==> src/hdl/tset_pkg.sv <==
// Shared constants and types for the time-slot event table.
package tset_pkg;

    localparam int NUM_SLOT_ROWS = 256;
    localparam int WAYS_PER_SLOT = 8;
    localparam int ROW_W         = $clog2(NUM_SLOT_ROWS);
    localparam int WAY_W         = $clog2(WAYS_PER_SLOT);
    localparam int INDEX_W       = ROW_W + WAY_W;
    localparam int NUM_ENTRIES   = NUM_SLOT_ROWS * WAYS_PER_SLOT;
    localparam int COUNT_W       = $clog2(NUM_ENTRIES + 1);
    localparam int TIME_W        = 32;
    localparam int STATUS_W      = 3;
    localparam int FUNC_W        = 2;

    localparam logic [TIME_W-1:0] SLOT_WIDTH_RESET = 32'h0001_0000;

    typedef enum logic [FUNC_W-1:0] {
        FUNC_INSERT = 2'd0,
        FUNC_REMOVE = 2'd1,
        FUNC_CLEAR  = 2'd2,
        FUNC_NONE   = 2'd3
    } func_t;

    typedef enum logic [STATUS_W-1:0] {
        ST_OK      = 3'd0,
        ST_IGNORED = 3'd1,
        ST_FULL    = 3'd2,
        ST_FREE    = 3'd3,
        ST_BADIDX  = 3'd4
    } status_t;

endpackage

==> src/hdl/tset_div.sv <==
// Bit-serial restoring divider that returns the low quotient bits (slot row).
module tset_div (
    input  logic                            aclk,
    input  logic                            aresetn,
    input  logic                            start,
    input  logic [tset_pkg::TIME_W-1:0]     dividend,
    input  logic [tset_pkg::TIME_W-1:0]     divisor,
    output logic                            done,
    output logic [tset_pkg::ROW_W-1:0]      quotient
);

    localparam int CNT_W = $clog2(tset_pkg::TIME_W);

    logic                          busy_reg;
    logic                          done_reg;
    logic [CNT_W-1:0]              cnt_reg;
    logic [tset_pkg::TIME_W-1:0]   num_reg;
    logic [tset_pkg::TIME_W-1:0]   den_reg;
    logic [tset_pkg::TIME_W-1:0]   rem_reg;
    logic [tset_pkg::ROW_W-1:0]    quo_reg;

    logic [tset_pkg::TIME_W:0]     rem_shift;
    logic [tset_pkg::TIME_W:0]     rem_diff;
    logic                          q_bit;
    logic [tset_pkg::TIME_W-1:0]   rem_next;

    always_comb begin
        rem_shift = {rem_reg, num_reg[tset_pkg::TIME_W-1]};
        rem_diff  = rem_shift - {1'b0, den_reg};
        q_bit     = (rem_shift >= {1'b0, den_reg});
        rem_next  = q_bit ? rem_diff[tset_pkg::TIME_W-1:0] : rem_shift[tset_pkg::TIME_W-1:0];
    end

    always_ff @(posedge aclk) begin
        if (!aresetn) begin
            busy_reg <= 1'b0;
            done_reg <= 1'b0;
            cnt_reg  <= '0;
        end else begin
            done_reg <= busy_reg && (cnt_reg == '0);
            if (start) begin
                busy_reg <= 1'b1;
                cnt_reg  <= CNT_W'(tset_pkg::TIME_W - 1);
            end else if (busy_reg) begin
                if (cnt_reg == '0) begin
                    busy_reg <= 1'b0;
                end
                cnt_reg <= cnt_reg - CNT_W'(1);
            end
        end
    end

    always_ff @(posedge aclk) begin
        if (start) begin
            num_reg <= dividend;
            den_reg <= divisor;
            rem_reg <= '0;
            quo_reg <= '0;
        end else if (busy_reg) begin
            num_reg <= {num_reg[tset_pkg::TIME_W-2:0], 1'b0};
            rem_reg <= rem_next;
            quo_reg <= {quo_reg[tset_pkg::ROW_W-2:0], q_bit};
        end
    end

    assign done     = done_reg;
    assign quotient = quo_reg;

endmodule

==> src/hdl/time_slot_event_table.sv <==
// Top level of the time-slot event table: row memory, control sequencer and result register.
//
// Input channel s_*: one beat carries an operation (insert, remove, clear table).
// Result channel m_*: exactly one result beat per input beat, in order.
// Configuration: cfg_wr_en writes slot_width (Q16.16) in the same cycle; write it only
// while the block is idle. Zero width acts as a width of one LSB (2^-16).
// Steps per beat, from accept to result valid:
//   active insert : bit-serial divider for the slot row, then one memory read and one
//                   read-modify-write of the row
//   remove        : row read, modify and write back (an out-of-range index as other)
//   other         : straight to the result register
// One beat is in work at a time; s_ready is high whenever the sequencer is idle, so a
// new beat is taken while a finished result still waits on m_ready.
// A stalled receiver holds the next result at its last step until the result register
// frees up.
// Reset and the clear-table operation drop every row valid bit at once, so all entries
// read as free; no clearing pass is needed. Reset loads slot_width with 1.0.
module time_slot_event_table (
    input  logic                              aclk,
    input  logic                              aresetn,
    input  logic                              cfg_wr_en,
    input  logic [tset_pkg::TIME_W-1:0]       cfg_wr_data,
    input  logic                              s_valid,
    output logic                              s_ready,
    input  logic [tset_pkg::FUNC_W-1:0]       s_func,
    input  logic [tset_pkg::TIME_W-1:0]       s_event_time,
    input  logic                              s_event_active,
    input  logic [tset_pkg::INDEX_W-1:0]      s_entry_index,
    output logic                              m_valid,
    input  logic                              m_ready,
    output logic [tset_pkg::INDEX_W-1:0]      m_result_index,
    output logic [tset_pkg::STATUS_W-1:0]     m_status,
    output logic [tset_pkg::COUNT_W-1:0]      m_total_events
);

    typedef enum logic [2:0] {S_IDLE, S_DIV, S_READ, S_MOD, S_DONE} state_t;

    state_t                                state_reg;
    tset_pkg::func_t                       func_reg;
    logic [tset_pkg::TIME_W-1:0]           slot_width_reg;
    logic [tset_pkg::ROW_W-1:0]            row_reg;
    logic [tset_pkg::WAY_W-1:0]            way_reg;
    logic [tset_pkg::COUNT_W-1:0]          total_reg;
    logic [tset_pkg::INDEX_W-1:0]          res_index_reg;
    tset_pkg::status_t                     res_status_reg;
    logic [tset_pkg::NUM_SLOT_ROWS-1:0]    row_valid_reg;
    logic [tset_pkg::WAYS_PER_SLOT-1:0]    rd_data_reg;
    logic                                  rd_ok_reg;
    logic                                  m_valid_reg;
    logic [tset_pkg::INDEX_W-1:0]          m_index_reg;
    logic [tset_pkg::STATUS_W-1:0]         m_status_reg;
    logic [tset_pkg::COUNT_W-1:0]          m_total_reg;

    logic [tset_pkg::WAYS_PER_SLOT-1:0]    row_mem [tset_pkg::NUM_SLOT_ROWS];

    logic                                  accept;
    logic                                  out_free;
    logic                                  div_start;
    logic                                  div_done;
    logic [tset_pkg::ROW_W-1:0]            div_row;
    logic [tset_pkg::TIME_W-1:0]           width_eff;
    tset_pkg::func_t                       in_func;
    logic                                  in_range;
    logic [tset_pkg::WAYS_PER_SLOT-1:0]    cur_bits;
    logic                                  free_found;
    logic [tset_pkg::WAY_W-1:0]            free_way;
    logic                                  wr_en;
    logic [tset_pkg::WAYS_PER_SLOT-1:0]    wr_data;

    assign accept    = s_valid && s_ready;
    assign s_ready   = (state_reg == S_IDLE);
    assign out_free  = !m_valid_reg || m_ready;
    assign in_func   = tset_pkg::func_t'(s_func);
    assign in_range  = ({1'b0, s_entry_index} <
                        (tset_pkg::INDEX_W + 1)'(tset_pkg::NUM_ENTRIES));
    assign width_eff = (slot_width_reg == '0) ? tset_pkg::TIME_W'(1) : slot_width_reg;
    assign div_start = accept && (in_func == tset_pkg::FUNC_INSERT) && s_event_active;
    assign cur_bits  = rd_ok_reg ? rd_data_reg : '0;

    tset_div u_div (
        .aclk     (aclk),
        .aresetn  (aresetn),
        .start    (div_start),
        .dividend (s_event_time),
        .divisor  (width_eff),
        .done     (div_done),
        .quotient (div_row)
    );

    always_comb begin
        free_found = 1'b0;
        free_way   = '0;
        for (int w = tset_pkg::WAYS_PER_SLOT - 1; w >= 0; w--) begin
            if (!cur_bits[w]) begin
                free_found = 1'b1;
                free_way   = tset_pkg::WAY_W'(w);
            end
        end
    end

    always_comb begin
        wr_en   = 1'b0;
        wr_data = cur_bits;
        if (state_reg == S_MOD) begin
            if (func_reg == tset_pkg::FUNC_INSERT) begin
                wr_en             = free_found;
                wr_data[free_way] = 1'b1;
            end else begin
                wr_en            = cur_bits[way_reg];
                wr_data[way_reg] = 1'b0;
            end
        end
    end

    always_ff @(posedge aclk) begin
        if (wr_en) begin
            row_mem[row_reg] <= wr_data;
        end
        if (state_reg == S_READ) begin
            rd_data_reg <= row_mem[row_reg];
        end
    end

    always_ff @(posedge aclk) begin
        if (!aresetn) begin
            state_reg      <= S_IDLE;
            slot_width_reg <= tset_pkg::SLOT_WIDTH_RESET;
            total_reg      <= '0;
            row_valid_reg  <= '0;
            m_valid_reg    <= 1'b0;
            rd_ok_reg      <= 1'b0;
        end else begin
            if (cfg_wr_en) begin
                slot_width_reg <= cfg_wr_data;
            end
            if (m_valid_reg && m_ready && (state_reg != S_DONE)) begin
                m_valid_reg <= 1'b0;
            end
            case (state_reg)
                S_IDLE: begin
                    if (accept) begin
                        func_reg      <= in_func;
                        row_reg       <= s_entry_index[tset_pkg::INDEX_W-1:tset_pkg::WAY_W];
                        way_reg       <= s_entry_index[tset_pkg::WAY_W-1:0];
                        res_index_reg <= '0;
                        case (in_func)
                            tset_pkg::FUNC_INSERT: begin
                                if (s_event_active) begin
                                    state_reg <= S_DIV;
                                end else begin
                                    res_status_reg <= tset_pkg::ST_IGNORED;
                                    state_reg      <= S_DONE;
                                end
                            end
                            tset_pkg::FUNC_REMOVE: begin
                                if (in_range) begin
                                    state_reg <= S_READ;
                                end else begin
                                    res_status_reg <= tset_pkg::ST_BADIDX;
                                    state_reg      <= S_DONE;
                                end
                            end
                            tset_pkg::FUNC_CLEAR: begin
                                row_valid_reg  <= '0;
                                total_reg      <= '0;
                                res_status_reg <= tset_pkg::ST_OK;
                                state_reg      <= S_DONE;
                            end
                            default: begin
                                res_status_reg <= tset_pkg::ST_IGNORED;
                                state_reg      <= S_DONE;
                            end
                        endcase
                    end
                end
                S_DIV: begin
                    if (div_done) begin
                        row_reg   <= div_row;
                        state_reg <= S_READ;
                    end
                end
                S_READ: begin
                    rd_ok_reg <= row_valid_reg[row_reg];
                    state_reg <= S_MOD;
                end
                S_MOD: begin
                    if (wr_en) begin
                        row_valid_reg[row_reg] <= 1'b1;
                        res_status_reg         <= tset_pkg::ST_OK;
                        if (func_reg == tset_pkg::FUNC_INSERT) begin
                            total_reg     <= total_reg + tset_pkg::COUNT_W'(1);
                            res_index_reg <= {row_reg, free_way};
                        end else begin
                            total_reg <= total_reg - tset_pkg::COUNT_W'(1);
                        end
                    end else if (func_reg == tset_pkg::FUNC_INSERT) begin
                        res_status_reg <= tset_pkg::ST_FULL;
                    end else begin
                        res_status_reg <= tset_pkg::ST_FREE;
                    end
                    state_reg <= S_DONE;
                end
                S_DONE: begin
                    if (out_free) begin
                        m_valid_reg  <= 1'b1;
                        m_index_reg  <= res_index_reg;
                        m_status_reg <= res_status_reg;
                        m_total_reg  <= total_reg;
                        state_reg    <= S_IDLE;
                    end
                end
                default: begin
                    state_reg <= S_IDLE;
                end
            endcase
        end
    end

    assign m_valid        = m_valid_reg;
    assign m_result_index = m_index_reg;
    assign m_status       = m_status_reg;
    assign m_total_events = m_total_reg;

endmodule

==> config.mk <==
export PLATFORM = sky130hd
export DESIGN_NAME = time_slot_event_table
export DESIGN_NICKNAME = d
export VERILOG_FILES = /design/src/hdl/tset_pkg.sv /design/src/hdl/tset_div.sv /design/src/hdl/time_slot_event_table.sv
export SDC_FILE = /design/constraint.sdc
export NUM_CORES = 2
export LEC_CHECK = 0
export CAP_MARGIN = 30
export CORE_MARGIN = 2
export CORE_UTILIZATION = 55
export CTS_BUF_LIST = sky130_fd_sc_hd__clkbuf_16
export DETAILED_ROUTE_END_ITERATION = 8
export DONT_BUFFER_PORTS = 1
export GPL_TIMING_DRIVEN = 0
export PLACE_DENSITY = 0.72
export SYNTH_ARGS = -nofsm -noshare
export SYNTH_HDL_FRONTEND = slang
export SYNTH_SLANG_ARGS = --single-unit
==> constraint.sdc <==
create_clock -name aclk -period 20.5 [get_ports aclk]
set_input_delay 3.075 -clock aclk [delete_from_list [all_inputs] [get_ports aclk]]
set_output_delay 3.075 -clock aclk [all_outputs]
set_load 0.02 [all_outputs]
# == Yosys cells after proc, flatten, opt, wreduce, memory -nomap -nowiden ==
# Memories as Yosys holds them, arrays and structs flattened. A register that Yosys moved wholly into a read port is not among the register bits.
# Index checks and enable logic that the tools add are counted.
# totals
wordCells,150
mem_bits_rw,2048
n_memories,1
ff_bits,469
out_inout_bits,28
# memory_table
name,words,word_bits,read_ports,rd_clocked_by_memory_dff,wr,line,source
row_mem,256,8,1,1,1,time_slot_event_table.sv:54,logic [tset_pkg::WAYS_PER_SLOT-1:0] row_mem [tset_pkg::NUM_SLOT_ROWS];
# op_classes
n_lt_le_gt_ge,7
reduce_logical,26
mux,72
add_sub_neg,4
bitwise,4
eq_ne,15
# ops
cell,n
256-bit 2-to-1 mux,3
256-bit case mux with 2 select lines,1
256-bit bitwise OR,1
32-bit 2-to-1 mux,3
12-bit 2-to-1 mux,4
3-bit 2-to-1 mux,14
8-bit 2-to-1 mux,5
33-bit by 32-bit >= comparator with 1-bit output,1
11-bit 2-to-1 mux,3
32-bit zero test,1
32-bit subtractor,1
1-bit 2-to-1 mux,24
12-bit case mux with 2 select lines,1
11-bit case mux with 2 select lines,1
8-bit case mux with 2 select lines,1
3-bit case mux with 5 select lines,1
"12-bit by 1-bit adder with 12-bit output, second input constant",1
3-bit case mux with 2 select lines,2
"12-bit by 1-bit subtractor with 12-bit output, second input constant",1
5-bit 2-to-1 mux,2
5-bit AND reduction,2
1-bit logical AND,9
"8-bit by 9-bit < comparator with 1-bit output, second input constant",1
3-bit case mux with 3 select lines,1
28 further kinds,44

# == Longest topological paths before layout ==
# depth
ltp_word,16
depth_mapped,14

# == Hierarchy ==
# Synthesis repeated with hierarchy kept, for this count alone.
# hier_totals
cells_unflattened,5535
area_unflattened_um2,100263.7
# modules_own_cells
mod,area_each_um2,n_inst,cells_per_inst
time_slot_event_table,94061.5,1,4934
tset_div,6202.2,1,601

# == Least setup slack after synthesis ==
# No wires, ideal clock.
# synth_path
kind,reg2reg
startpoint,reg func_reg[1]
endpoint,"mem row_mem[0][4] in the netlist's numbering, data pin"
synth_period_minus_slack_ns,13.494
path_stages_with_launch,7
n_path_buf,1
slack_ns,7.006
setup_ns,2.187
arrival_ns,11.307
cell_sequence,edfxtp_1 or2_1 clkbuf_1 inv_2 nand2_1 or3_1 o21ai_0
# synth_between
elab_chain_cells,3
# synth_rtl
item,line,source
from (decl),time_slot_event_table.sv:39,tset_pkg::func_t func_reg;
from (signal assigned),time_slot_event_table.sv:142,func_reg <= in_func;
2-bit zero test,time_slot_event_table.sv:105,if (func_reg == tset_pkg::FUNC_INSERT) begin
8-bit 2-to-1 mux,time_slot_event_table.sv:105,
8-bit 2-to-1 mux,time_slot_event_table.sv:104,if (state_reg == S_MOD) begin
named net wr_data (one bit),time_slot_event_table.sv:68,logic [tset_pkg::WAYS_PER_SLOT-1:0] wr_data;
to (decl),time_slot_event_table.sv:54,
# The timed path passes the listed nets, and every way through them passes these cells.

# == Worst setup path in the final report ==
# layout_path
startpoint,reg row_reg[1] in the netlist's numbering
endpoint,mem row_mem[118][3] in the netlist's numbering (enable)
# layout_lines
item,line,source
from (decl),time_slot_event_table.sv:41,logic [tset_pkg::ROW_W-1:0] row_reg;
from (signal assigned),time_slot_event_table.sv:143,row_reg <= s_entry_index[tset_pkg::INDEX_W-1:tset_pkg::WAY_W];
from (signal assigned),time_slot_event_table.sv:178,row_reg <= div_row;
# No word-level cell before the write port.

==> results.rst <==
.. list-table::
   :header-rows: 1

   * - Metric
     - Value
   * - Avg Cell Area, Syn
     - 18.2 um^2
   * - Clock group share of total power
     - 0.377
   * - Dominant synthesized flop cell
     - edfxtp_1
   * - Synth warn
     - 0
   * - Std cell rows
     - 156
   * - Least-Margin Pin Slew
     - 1.19 ns
   * - Net count of the mapped netlist
     - 5611
   * - Sinks on Clock Net
     - 2523
   * - Arrival time worst endpoint
     - 7.21 ns
   * - Drt drc
     - 2
   * - Estimated wirelength of the detail-placed design
     - 223000 um
   * - Net count reported at finish
     - 6003
   * - Starting DRT DRC Count
     - 11457
   * - Deepest level of the CTS H-tree
     - 4
   * - Number of global-route vias before repair
     - 56027
   * - Core region area
     - 181000 um^2
   * - Total standard cell area after synthesis
     - 99900 um^2
   * - DIE HEIGHT
     - 430 um
   * - Remaining antenna violation count
     - 0
   * - Final max-slew violation count
     - 0
   * - Count of mapped cells out of synthesis
     - 5482
   * - Type of the most critical hold path
     - reg2reg
   * - Leading cell types by count after synthesis
     - edfxtp_1 (2171), mux4_2 (708), nor2_1 (657)
   * - # Post-CTS Setup Buffers
     - 0
   * - Starting density of the core
     - 0.553
   * - Share of the yosys chip area belonging to registers
     - 0.723
   * - Io pins
     - 111
   * - Critical Path Start Type
     - flop
   * - Total power divided by cell area
     - 102 nW/um^2
   * - Max Clk Rate
     - 149 MHz
   * - Period Utilization, post-route
     - 0.327
   * - Cell chosen for the clock root
     - clkbuf_16
   * - Gr ovfl total
     - 0
   * - Clock transition at path regs
     - 0.07 ns
   * - Worst-case setup margin in the final layout
     - 13.81 ns
   * - Share of layout cells above drive strength 1
     - 0.233
   * - Cells taking the most area after synthesis
     - edfxtp_1 (65%), mux4_2 (16%), dfxtp_1 (7.1%)
   * - Outcome
     - finished, violations left
   * - Endpoint type of the worst setup path
     - flop
   * - Pin count of the biggest net entering global routing
     - 49
   * - Largest register FFs
     - 2048
   * - Pint
     - 8.54 mW
   * - Clk Latency, worst-skew pair
     - 0.91 ns
   * - Port bufs
     - 0
   * - Number of vias after detailed routing
     - 59388
   * - Endpoint required time on the critical path
     - 21.02 ns
   * - Worst setup slack before clock tree synthesis
     - 14.38 ns
   * - Post-CTS resize count
     - 0
   * - Number of synthesized register bits
     - 2523
   * - Unrepaired setup endpoints after global routing
     - false
   * - Die Footprint
     - 185000 um^2
   * - Die width
     - 430 um
   * - Top cell type by total area after synthesis
     - edfxtp_1
   * - First-pass GRT wire length
     - 457000 um
   * - Critical path class
     - reg2reg
   * - Largest fanout on the critical path
     - 10
   * - Avg Vias per Cell
     - 7.02
   * - Area growth from synthesis to final layout
     - 13.2%
   * - Failing checks
     - DRC
   * - Clock tree from TritonCTS
     - done
   * - Slew Limit Headroom
     - 0.204
   * - Final Setup Violations
     - 0
   * - Count of cell types in the netlist
     - 76
   * - Antenna violations before repair
     - 24
   * - Number of buffers added by the clock tree synthesis step
     - 240
   * - Final hold violation count
     - 0
   * - Peak supply drop
     - 85.2 uV
   * - Async set-or-reset flop fraction in the synthesized netlist
     - 0
   * - Post-route cell area
     - 113000 um^2
   * - Leakage power of the design
     - 37.0 nW
   * - Iteration count of the initial detailed-routing pass
     - 8
   * - Routability congestion estimate from global placement
     - 1.01
   * - Overall track demand over capacity in global routing
     - 0.367
   * - Number of max-capacitance violations reported
     - 0
   * - Total Wirelength
     - 339000 um
   * - Post-layout minimum cycle time
     - 6.69 ns
   * - Switch Pwr
     - 3.03 mW
   * - Dominant cell by count in the synthesized netlist
     - edfxtp_1
   * - Cell Area, Placed
     - 105000 um^2
   * - Average detailed-routed wire length per instance
     - 40.0 um
   * - Hold buffer count at CTS
     - 0
   * - Maximum clock skew at final layout
     - 0.0576 ns
   * - Yosys top cell area share
     - 0.653
   * - EDFF count, synth
     - 2171
   * - Fraction of power consumed by sequential logic
     - 0.494
   * - Switching Fraction
     - 0.262
   * - Longest Clk Path Bufs
     - 3
   * - Comb power frac
     - 0.129
   * - Worst R2R Setup Slack
     - 13.81 ns
==> final timing paths <==
path              cells after the start                 to             start
hold reg to reg                       0  m_result_index[6]  res_index_reg[6]
hold / removal                        0  m_result_index[6]  res_index_reg[6]
setup / recovery                     10    row_mem[118][3]        row_reg[1]
setup reg to reg                     10    row_mem[118][3]        row_reg[1]
==> per-layer routing <==
metal,up-vias,share of wire,wire length (um),GRT usage
met5,-,0.00029,99,0
met2,5311,0.42,143000,0.511
li1,22660,-,-,-
met1,30372,0.33,112000,0.476
met3,1029,0.17,56500,0.153
met4,16,0.080,26900,0.238
==> stage by stage <==
step	power (mW)	hold WS, ns	TNS, ns	utilization	instances
floorplan	6.70	0.400	0	-	5482
global placement	7.31	0.405	-6301.25	0.570	7852
detailed placement	7.24	0.405	0	0.583	7991
CTS	11.5	0.417	0	0.625	8439
global route	11.8	0.420	0	0.626	8450
finish	11.6	0.417	0	0.626	8459
==> critical path, stage by stage (launching register included) <==
cell and delay (ns):
edfxtp_1 0.31, buf_2 0.28, buf_2 0.24, buf_2 0.77
buf_2 0.79, buf_2 0.70, buf_2 0.41, nor2b_1 0.30
nand2_1 0.64, clkbuf_2 0.77, nor2_1 1.00
==> power by group through the flow <==
stage / Combinational, mW / Clock (mW) / Sequential (mW)
floorplan: 0.812 / 0 / 5.89
global placement: 1.34 / 0 / 5.97
detailed placement: 1.42 / 0 / 5.82
CTS: 1.43 / 4.35 / 5.71
global route: 1.53 / 4.55 / 5.72
finish: 1.49 / 4.37 / 5.72
==> area by class of cell <==
class,instances,area [um^2]
fill,12312,67500
timing repair buffer,150,2280
tap,2370,2970
antenna,9,22.5
inverter,53,199
clock inverter,207,1670
multi-input combinational,2528,25800
clock buffer,241,6030
sequential,2523,72200
buffer,378,1790
==> logic make-up after synthesis <==
logic type	after synthesis	synth area share
compound gates	600	0.0355
xor+xnor	38	0.00333
fa+ha+maj	46	0.00591
buf+inv	431	0.0192
flops	2523	0.723
mux	788	0.168
other cells	1	0.0000375
simple gates	1055	0.0449
==> placed cells by master, fill, tap and decap left out, types with 25 or more instances in the layout <==
master     netlist  final
edfxtp_1      2171   2171
mux4_2         708    708
nor2_1         657    657
dfxtp_1        352    352
a21oi_1        343    343
clkbuf_16        0    241
clkbuf_1       222    179
nand2_1        169    169
buf_2           86    108
inv_1           49     88
clkinv_1         2     73
mux2i_1         66     66
buf_4           26     54
o21ai_0         62     54
nand3_1         50     50
clkinv_2         0     47
buf_12           0     47
ha_1            44     44
clkbuf_2         0     43
buf_6           12     41
a22oi_1         39     39
nor2b_1         31     31
nor3_1          29     28
buf_8            0     26
xnor2_1         25     25
(Power assumes the default switching activity.)
